## config.mk

```make
export PLATFORM = sky130hd
export DESIGN_NAME = dq_datapath
export DESIGN_NICKNAME = d
export VERILOG_FILES = /design/src/dq_pkg.sv /design/src/dq_datapath.sv
export SDC_FILE = /design/constraint.sdc
export NUM_CORES = 1
export LEC_CHECK = 0
export BUFFER_PORTS_ARGS = -buffer_cell sky130_fd_sc_hd__buf_4
export CORE_MARGIN = 4
export CORE_UTILIZATION = 55
export DETAILED_ROUTE_END_ITERATION = 6
export PLACE_DENSITY = 0.84
export SLEW_MARGIN = 20
export SYNTH_ARGS = -nofsm -noshare
export SYNTH_HDL_FRONTEND = slang
export SYNTH_SLANG_ARGS = --single-unit
```

## constraint.sdc

```tcl
create_clock -name clk -period 8.62 [get_ports clk]
set_clock_uncertainty 0.2 [all_clocks]
set_input_delay 0 -clock clk [delete_from_list [all_inputs] [get_ports clk]]
set_output_delay 0 -clock clk [all_outputs]
set_load 0.01 [all_outputs]
```

## src/dq_pkg.sv

```systemverilog
// Shared constants, types and index helpers of the double-ended queue.
`default_nettype none
package dq_pkg;

  localparam int CAPACITY   = 16;
  localparam int DATA_WIDTH = 32;
  localparam int IDX_W      = (CAPACITY > 1) ? $clog2(CAPACITY) : 1;
  localparam int CNT_W      = $clog2(CAPACITY + 1);
  localparam int CMD_W      = 3;
  localparam int WORD_W     = 32;
  localparam int COUNT_W    = 5;

  typedef logic [IDX_W-1:0]      idx_t;
  typedef logic [CNT_W-1:0]      cnt_t;
  typedef logic [DATA_WIDTH-1:0] data_t;

  typedef enum logic [CMD_W-1:0] {
    CMD_PUSH_FRONT = 3'd0,
    CMD_PUSH_BACK  = 3'd1,
    CMD_POP_FRONT  = 3'd2,
    CMD_POP_BACK   = 3'd3,
    CMD_PEEK       = 3'd4
  } command_t;

  typedef enum logic {
    ST_IDLE,
    ST_FINISH
  } state_t;

  typedef struct packed {
    logic accept;
    logic finish;
  } ctrl_cmd_t;

  typedef struct packed {
    logic out_free;
  } dp_status_t;

  function automatic idx_t idx_next(input idx_t i);
    idx_t r;
    if (i == idx_t'(CAPACITY - 1)) begin
      r = '0;
    end else begin
      r = i + idx_t'(1);
    end
    return r;
  endfunction

  function automatic idx_t idx_prev(input idx_t i);
    idx_t r;
    if (i == '0) begin
      r = idx_t'(CAPACITY - 1);
    end else begin
      r = i - idx_t'(1);
    end
    return r;
  endfunction

endpackage
`default_nettype wire

```

## src/dq_datapath.sv

```systemverilog
// Datapath with the circular store, the pointers, the end caches and the result register.
`default_nettype none
module dq_datapath
  import dq_pkg::*;
(
  input  wire logic              clk,
  input  wire logic              rst_n,
  input  wire ctrl_cmd_t         cmd_i,
  output dp_status_t             status_o,
  input  wire logic [CMD_W-1:0]  in_command,
  input  wire logic [WORD_W-1:0] in_push_value,
  input  wire logic              out_ready,
  output logic                   out_valid,
  output logic [WORD_W-1:0]      out_popped_value,
  output logic [WORD_W-1:0]      out_front_value,
  output logic [WORD_W-1:0]      out_back_value,
  output logic                   out_is_empty,
  output logic [COUNT_W-1:0]     out_entry_count,
  output logic                   out_error_flag
);

  data_t mem [CAPACITY];

  idx_t  front_idx_r, front_idx_nxt;
  idx_t  back_idx_r, back_idx_nxt;
  cnt_t  count_r, count_nxt;
  data_t front_val_r, front_val_nxt;
  data_t back_val_r, back_val_nxt;
  data_t popped_r, popped_nxt;
  logic  err_r, err_nxt;
  logic  refill_front_r, refill_front_nxt;
  logic  refill_back_r, refill_back_nxt;
  data_t rdata_r;
  logic  out_valid_r;

  logic     mem_we;
  logic     mem_re;
  idx_t     waddr;
  idx_t     raddr;
  data_t    word;
  data_t    front_sel;
  data_t    back_sel;
  logic     is_full;
  logic     is_empty;
  command_t cmd;

  assign word      = DATA_WIDTH'(in_push_value);
  assign cmd       = command_t'(in_command);
  assign is_full   = (count_r == cnt_t'(CAPACITY));
  assign is_empty  = (count_r == '0);
  assign front_sel = refill_front_r ? rdata_r : front_val_r;
  assign back_sel  = refill_back_r ? rdata_r : back_val_r;

  assign status_o.out_free = !out_valid_r || out_ready;
  assign out_valid         = out_valid_r;

  always_comb begin
    front_idx_nxt    = front_idx_r;
    back_idx_nxt     = back_idx_r;
    count_nxt        = count_r;
    front_val_nxt    = front_val_r;
    back_val_nxt     = back_val_r;
    popped_nxt       = popped_r;
    err_nxt          = err_r;
    refill_front_nxt = refill_front_r;
    refill_back_nxt  = refill_back_r;
    mem_we           = 1'b0;
    mem_re           = 1'b0;
    waddr            = idx_prev(front_idx_r);
    raddr            = idx_next(front_idx_r);
    if (cmd_i.accept) begin
      popped_nxt       = '0;
      err_nxt          = 1'b0;
      refill_front_nxt = 1'b0;
      refill_back_nxt  = 1'b0;
      unique case (cmd)
        CMD_PUSH_FRONT: begin
          if (is_full) begin
            err_nxt = 1'b1;
          end else begin
            front_idx_nxt = idx_prev(front_idx_r);
            mem_we        = 1'b1;
            waddr         = idx_prev(front_idx_r);
            front_val_nxt = word;
            if (is_empty) begin
              back_val_nxt = word;
            end
            count_nxt = count_r + cnt_t'(1);
          end
        end
        CMD_PUSH_BACK: begin
          if (is_full) begin
            err_nxt = 1'b1;
          end else begin
            back_idx_nxt = idx_next(back_idx_r);
            mem_we       = 1'b1;
            waddr        = idx_next(back_idx_r);
            back_val_nxt = word;
            if (is_empty) begin
              front_val_nxt = word;
            end
            count_nxt = count_r + cnt_t'(1);
          end
        end
        CMD_POP_FRONT: begin
          if (is_empty) begin
            err_nxt = 1'b1;
          end else begin
            popped_nxt       = front_val_r;
            front_idx_nxt    = idx_next(front_idx_r);
            count_nxt        = count_r - cnt_t'(1);
            mem_re           = 1'b1;
            raddr            = idx_next(front_idx_r);
            refill_front_nxt = 1'b1;
          end
        end
        CMD_POP_BACK: begin
          if (is_empty) begin
            err_nxt = 1'b1;
          end else begin
            popped_nxt      = back_val_r;
            back_idx_nxt    = idx_prev(back_idx_r);
            count_nxt       = count_r - cnt_t'(1);
            mem_re          = 1'b1;
            raddr           = idx_prev(back_idx_r);
            refill_back_nxt = 1'b1;
          end
        end
        default: begin
          err_nxt = 1'b0;
        end
      endcase
    end
    if (cmd_i.finish) begin
      front_val_nxt = front_sel;
      back_val_nxt  = back_sel;
    end
  end

  always_ff @(posedge clk) begin
    if (mem_we) begin
      mem[waddr] <= word;
    end
    if (mem_re) begin
      rdata_r <= mem[raddr];
    end
  end

  always_ff @(posedge clk) begin
    if (!rst_n) begin
      front_idx_r    <= '0;
      back_idx_r     <= idx_t'(CAPACITY - 1);
      count_r        <= '0;
      refill_front_r <= 1'b0;
      refill_back_r  <= 1'b0;
      out_valid_r    <= 1'b0;
    end else begin
      front_idx_r    <= front_idx_nxt;
      back_idx_r     <= back_idx_nxt;
      count_r        <= count_nxt;
      refill_front_r <= refill_front_nxt;
      refill_back_r  <= refill_back_nxt;
      if (cmd_i.finish) begin
        out_valid_r <= 1'b1;
      end else if (out_ready) begin
        out_valid_r <= 1'b0;
      end
    end
  end

  always_ff @(posedge clk) begin
    front_val_r <= front_val_nxt;
    back_val_r  <= back_val_nxt;
    popped_r    <= popped_nxt;
    err_r       <= err_nxt;
    if (cmd_i.finish) begin
      out_popped_value <= WORD_W'(popped_r);
      out_front_value  <= is_empty ? '0 : WORD_W'(front_sel);
      out_back_value   <= is_empty ? '0 : WORD_W'(back_sel);
      out_is_empty     <= is_empty;
      out_entry_count  <= COUNT_W'(count_r);
      out_error_flag   <= err_r;
    end
  end

endmodule
`default_nettype wire

```

## After elaboration in Yosys (flattened, before gate mapping)

Memories as Yosys holds them, arrays and structs flattened. A register that Yosys moved wholly into a read port is not among the register bits.
Cells that the tools add are included.

- ROM bits: 0
- Latch bits: 0
- Logic and storage cells: 106
- Bits of input ports: 40
- Bits in writable memories: 512
- Output and inout port bits: 105
- Register bits after elaboration: 216
- Memories kept: 1

- Add/subtract/negate cells: 6
- Equal/unequal tests: 16
- Reductions and logical operators: 19
- Shift operators: 0
- $lt $le $gt $ge: 0
- $mul: 0
- Bitwise operators: 0
- Divide/modulo/power cells: 0
- Muxes and demuxes: 48

Memories:

| memory | depth | width | read ports | clocked after memory_dff | wr ports | RTL line | text |
|---|---|---|---|---|---|---|---|
| mem | 16 | 32 | 1 | 1 | 1 | dq_datapath.sv:22 | `data_t mem [CAPACITY];` |

Operator list:

| operator | count |
|---|---|
| $mux W32 | 11 |
| $pmux W32 S2 | 3 |
| $mux W4 | 14 |
| $pmux W4 S2 | 2 |
| $mux W1 | 14 |
| $ne A2 B2 Y1 const B | 6 |
| $ne A3 B3 Y1 const B | 4 |
| $reduce_and A4 Y1 | 3 |
| $mux W5 | 2 |
| $pmux W5 S2 | 1 |
| $reduce_and A5 Y1 | 2 |
| $reduce_bool A2 Y1 | 5 |
| $add A4 B1 Y4 const B | 2 |
| $eq A4 B4 Y1 const B | 2 |
| $logic_not A4 Y1 | 2 |
| $sub A4 B1 Y4 const B | 2 |
| $eq A3 B2 Y1 const B | 2 |
| $add A5 B1 Y5 const B | 1 |
| $eq A5 B5 Y1 const B | 1 |
| $logic_not A5 Y1 | 1 |
| $sub A5 B1 Y5 const B | 1 |
| $reduce_or A2 Y1 | 2 |
| $eq A3 B1 Y1 const B | 1 |
| $logic_not A3 Y1 | 1 |
| other kinds (4) | 4 |

## Longest topological paths before layout

- Depth after elaboration: 6
- Mapped depth: 13
- Depth with buffers taken out: 9

## Least setup slack after synthesis

No wires, ideal clock.

- Kind: reg2reg
- Start point: register back_idx_r[0]
- End point: memory mem[2][0] (netlist bit), enable pin
- Buffers on the path: 5
- Clock period less this slack: 4.211 ns
- Path slack: 4.409 ns
- Library setup time: 0.421 ns
- Arrival: 3.589 ns
- Stages on the path, launching flop included: 11
- Cells stage by stage: dfxtp_1 -> clkbuf_1 -> inv_1 -> ha_1 -> clkbuf_1 -> clkbuf_1 -> clkbuf_1 -> clkbuf_1 -> o21a_1 -> nand2_1 -> nor2_1

- Word-level cells in the longest chain between the ends: 5
- Elaborated cells between the ends (all ways): 6

Ends and longest elaborated chain:

| item | RTL line | text |
|---|---|---|
| from (decl) | dq_datapath.sv:25 | `idx_t back_idx_r, back_idx_nxt;` |
| from (signal assigned) | dq_datapath.sv:152 | `back_idx_r <= idx_t'(CAPACITY - 1);` |
| from (signal assigned) | dq_datapath.sv:159 | `back_idx_r <= back_idx_nxt;` |
| $add A4 B1 Y4 or $eq A4 B4 Y1 (tied branches) | dq_pkg.sv:44, dq_pkg.sv:41 |  |
| $mux W4 (*) | dq_pkg.sv:41 | `if (i == idx_t'(CAPACITY - 1)) begin` |
| $mux W4 (*) | dq_datapath.sv:92 | `if (is_full) begin` |
| $mux W4 (*) | -- |  |
| $mux W4 (*) | dq_datapath.sv:71 | `if (cmd_i.accept) begin` |
| to (decl) | dq_datapath.sv:22 |  |

Mark *: on every way between the ends. The rest lies on a longest branch, timed or not.

## Worst setup path in the final report

- Start point: register count_r[0]
- End point: register rdata_r[24] (read register of mem), data pin

- Word-level cells in the longest chain between the ends: 4
- Elaborated cells between the ends (all ways): 7

Ends and longest elaborated chain:

| item | RTL line | text |
|---|---|---|
| from (decl) | dq_datapath.sv:26 | `cnt_t count_r, count_nxt;` |
| from (signal assigned) | dq_datapath.sv:160 | `count_r <= count_nxt;` |
| $logic_not A5 Y1 (*) | dq_datapath.sv:50 | `assign is_empty = (count_r == '0);` |
| $mux W4 or $mux W1 (tied branches) | dq_datapath.sv:118, dq_datapath.sv:106 |  |
| $mux W4 or $mux W1 (tied branches) | -- |  |
| $mux W4 or $mux W1 (tied branches) | dq_datapath.sv:71 |  |
| to (decl) | dq_datapath.sv:33 | `data_t rdata_r;` |

Marks and branches as above.
A chain may end at the register's enable or synchronous reset.

==> impl_metrics.toml <==
[clock_network]
cts_tree = "done"
root_buffer = "clkbuf_16"
cts_resized = 0
cts_inserted_buffers = 72
clock_latency_ns = 0.62
clock_path_buffers = 3
htreeDepth = 3
clk_pin_slew_worst_paths_ns = 0.06
cts_sinks = 760

[setup_path]
cp_data_required_time_ns = 8.78
endpoint_kind = "flip-flop"
arrival_ns = 5.18
path_cells = "or4_1 > o211ai_4 > buf_4 > buf_4 > nand2_4 > buf_4 > a211oi_1 > a2111oi_0 > a2111o_1 > or3_1"
crit_slowest_cell = "or4_1"
cp_max_fo = 77
cp-start-kind = "flip-flop"
path_class = "flip-flop to flip-flop"
cpPeakStageDelay_ns = 0.69
r2r_cells = 10
critPathMostFrequentCell = "buf_4"

[global_routing]
grt_start_max_net_pins = 106
antenna_found_initial = 3
grt_pass1_wl_um = 138000
track_usage_pct = 28.0
gr-total-overflow = 0
grt_pass1_vias = 23700

[synth]
yosysTopAreaCell = "edfxtp_1"
synth_most_common_cell = "edfxtp_1"
synth_seq_cells = 760
synthTopCellsByArea = "edfxtp_1 68%, mux2i_1 3.9%, nor2_1 3.3%"
synthesis.instances = 2519
synth_cell_type_count = 59
synth-async-reset-ratio_pct = 0
synth_top_area_share_pct = 67.9
synth_enable_flop_cells = 744
synth_ff_type = "edfxtp_1"
ys_top_cells_by_count = "744 x edfxtp_1, 286 x nor2_1, 177 x o21ai_0"
synth_area_um2 = 32900
syn_nets = 2567
synth.avg_cell_area_um2 = 13.1
yosysSeqAreaShare_pct = 68.9
ys_warn_count = 0

[timing]
setup-violations-final = 0
finalHoldViolations = 0
grt_setup_unrepaired = "false"
fmaxAchievable_ghz = 0.199
finalCriticalPeriod_ns = 5.02
finalCritPeriodShare_pct = 58.2
final.setup.worst_slack_ns = 3.60
setup-tns-final_ns = 0
slew_headroom_pct = 19.7
drv_slew = 0
worstMarginPinSlew_ns = 1.20

[placement]
dpl.hpwl_um = 52400
dp_slack_ns = 3.84
io_buffers = 144
place.gp.congestion = 0.875
place_inst = 3294

[power]
combinationalPowerShare_pct = 10.6
switching_share_pct = 24.2
ir_worst_vdd_uv = 126
total_power_uw = 8190
leakage_uw = 0.0125
seqPwrFrac_pct = 52.0
p_sw_uw = 1980
p_clk_share_pct = 37.4
p_per_area_nw_per_um2 = 219
intPower_uw = 6210

[detailed_routing]
routed_via_density = 6.85
drc = 0
finalWirelength_um = 91700
drtIter0Drc = 3663
dr.pass1.iters = 6
ant_nets = 0
wl_per_cell_um = 26.4
vias = 23800

[floorplanning]
die_w_um = 253
rows = 89
die_height_um = 253
io_pins = 145
initial_core_util_pct = 55.6
dieArea_um2 = 63800
coreArea_um2 = 59100

[finish]
final-seq-area_um2 = 22700
fin_util_pct = 63.4
nFillCells = 3962
num-nets-final = 2686
multi_input_area_um2 = 9490
area_delta_synth_final_pct = 14.0
instances_no_fill = 3470
drive_above_1_share_pct = 13.5

[worst_hold_path]
hp-class = "primary input to flip-flop"
whs_path_depth = 3

[job]
drv_cap = 0

[outcome]
status = "finished, final reports clean"
sequential cells by signal, summed over array words and instances (netlist names):
register and flops:
out_error_flag 1, err_r 1, out_front_value 32, count_r 5, out_entry_count 5, refill_front_r 1, front_val_r 32, back_val_r 32
refill_back_r 1, out_back_value 32, out_valid 1, back_idx_r 4, out_popped_value 32, popped_r 32, rdata_r 32, mem 512
front_idx_r 4, out_is_empty 1
routing by layer:
layer	share of wire (%)	up-vias	track usage, %
met1	35	11400	36.4
met2	46	2001	44.4
met3	14	382	7.23
li1	-	10000	-
met4	4.7	4	13.9
met5	0.023	-	0
what timing repair did:
| item | CTS | global route |
|---|---|---|
| endpoints found under the hold margin | 675 | 0 |
| buffers inserted | 0 | 0 |
| hold buffers | 43 | 0 |
kinds of logic (layout without fill, tap and decap cells):
family | Yosys count | count (layout) | synth area share (%)
xor gates and xnor gates | 12 | 12 | 0.320
other | 0 | 3 | 0
adders and majority gates | 8 | 8 | 0.327
muxes | 134 | 134 | 4.11
DFF | 760 | 760 | 68.9
AOI/OAI and AO/OA | 763 | 763 | 15.8
buffers and inverters | 252 | 427 | 2.97
and+or+nand+nor | 590 | 590 | 7.62
critical path, delay by kind of cell, from the launching register on:
kind                   cells  cell delay, ns
DFF                        1            0.38
AOI/OAI and AO/OA          4            1.12
buffers and inverters      3            1.67
and+or+nand+nor            3            1.32
per-stage QoR:
stage | hold WS [ns] | area [um2]
global route | 0.0678 | 37500
CTS | 0.0294 | 37500
detailed placement | 0.0761 | 34800
floorplan | -0.101 | 32900
finish | 0.0454 | 37500
global placement | 0.0674 | 34800
layout make-up:
| type | instances | area share (%) |
|---|---|---|
| well taps | 773 | 2.58 |
| clock inverters | 36 | 0.798 |
| clock buffers | 94 | 5.20 |
| flip-flops and latches | 760 | 60.5 |
| repair buffers | 235 | 5.00 |
| diodes | 3 | 0.0200 |
| multi-input cells | 1507 | 25.3 |
| inverters | 62 | 0.621 |
power by group through the flow:
stage / clock [uW] / combinational (uW) / sequential, uW
2_1_floorplan: 0 / 474 / 4340
4_1_cts: 3080 / 844 / 4260
6_report: 3060 / 870 / 4260
5_1_grt: 3240 / 923 / 4270
3_3_place_gp: 0 / 780 / 4330
3_5_place_dp: 0 / 820 / 4340
path summary, 6_finish.rpt:
path                                               from                              to  slack [ns]
worst min-delay path                              rst_n      back_idx_r[0]$_SDFFE_PN1P_        0.05
worst max-delay path            count_r[0]$_SDFFE_PN0P_           rdata_r[24]$_DFFE_PP_        3.60
worst max register to register  count_r[0]$_SDFFE_PN0P_           rdata_r[24]$_DFFE_PP_        3.60
worst min register to register   popped_r[17]$_DFFE_PP_  out_popped_value[17]$_DFFE_PP_        0.22
cells in the final DEF (no fill, tap or decap), types with 41 or more instances in the layout:
cell,n
edfxtp_1,744
nor2_1,264
buf_4,191
o21ai_0,177
nand2_1,140
a21oi_1,131
mux2i_1,128
o31ai_1,76
a211oi_1,75
clkbuf_16,75
nand3_1,70
inv_1,62
dlygate4sd3_1,43
a2111oi_0,41
Note: power is estimated with default switching activity, not from simulation.
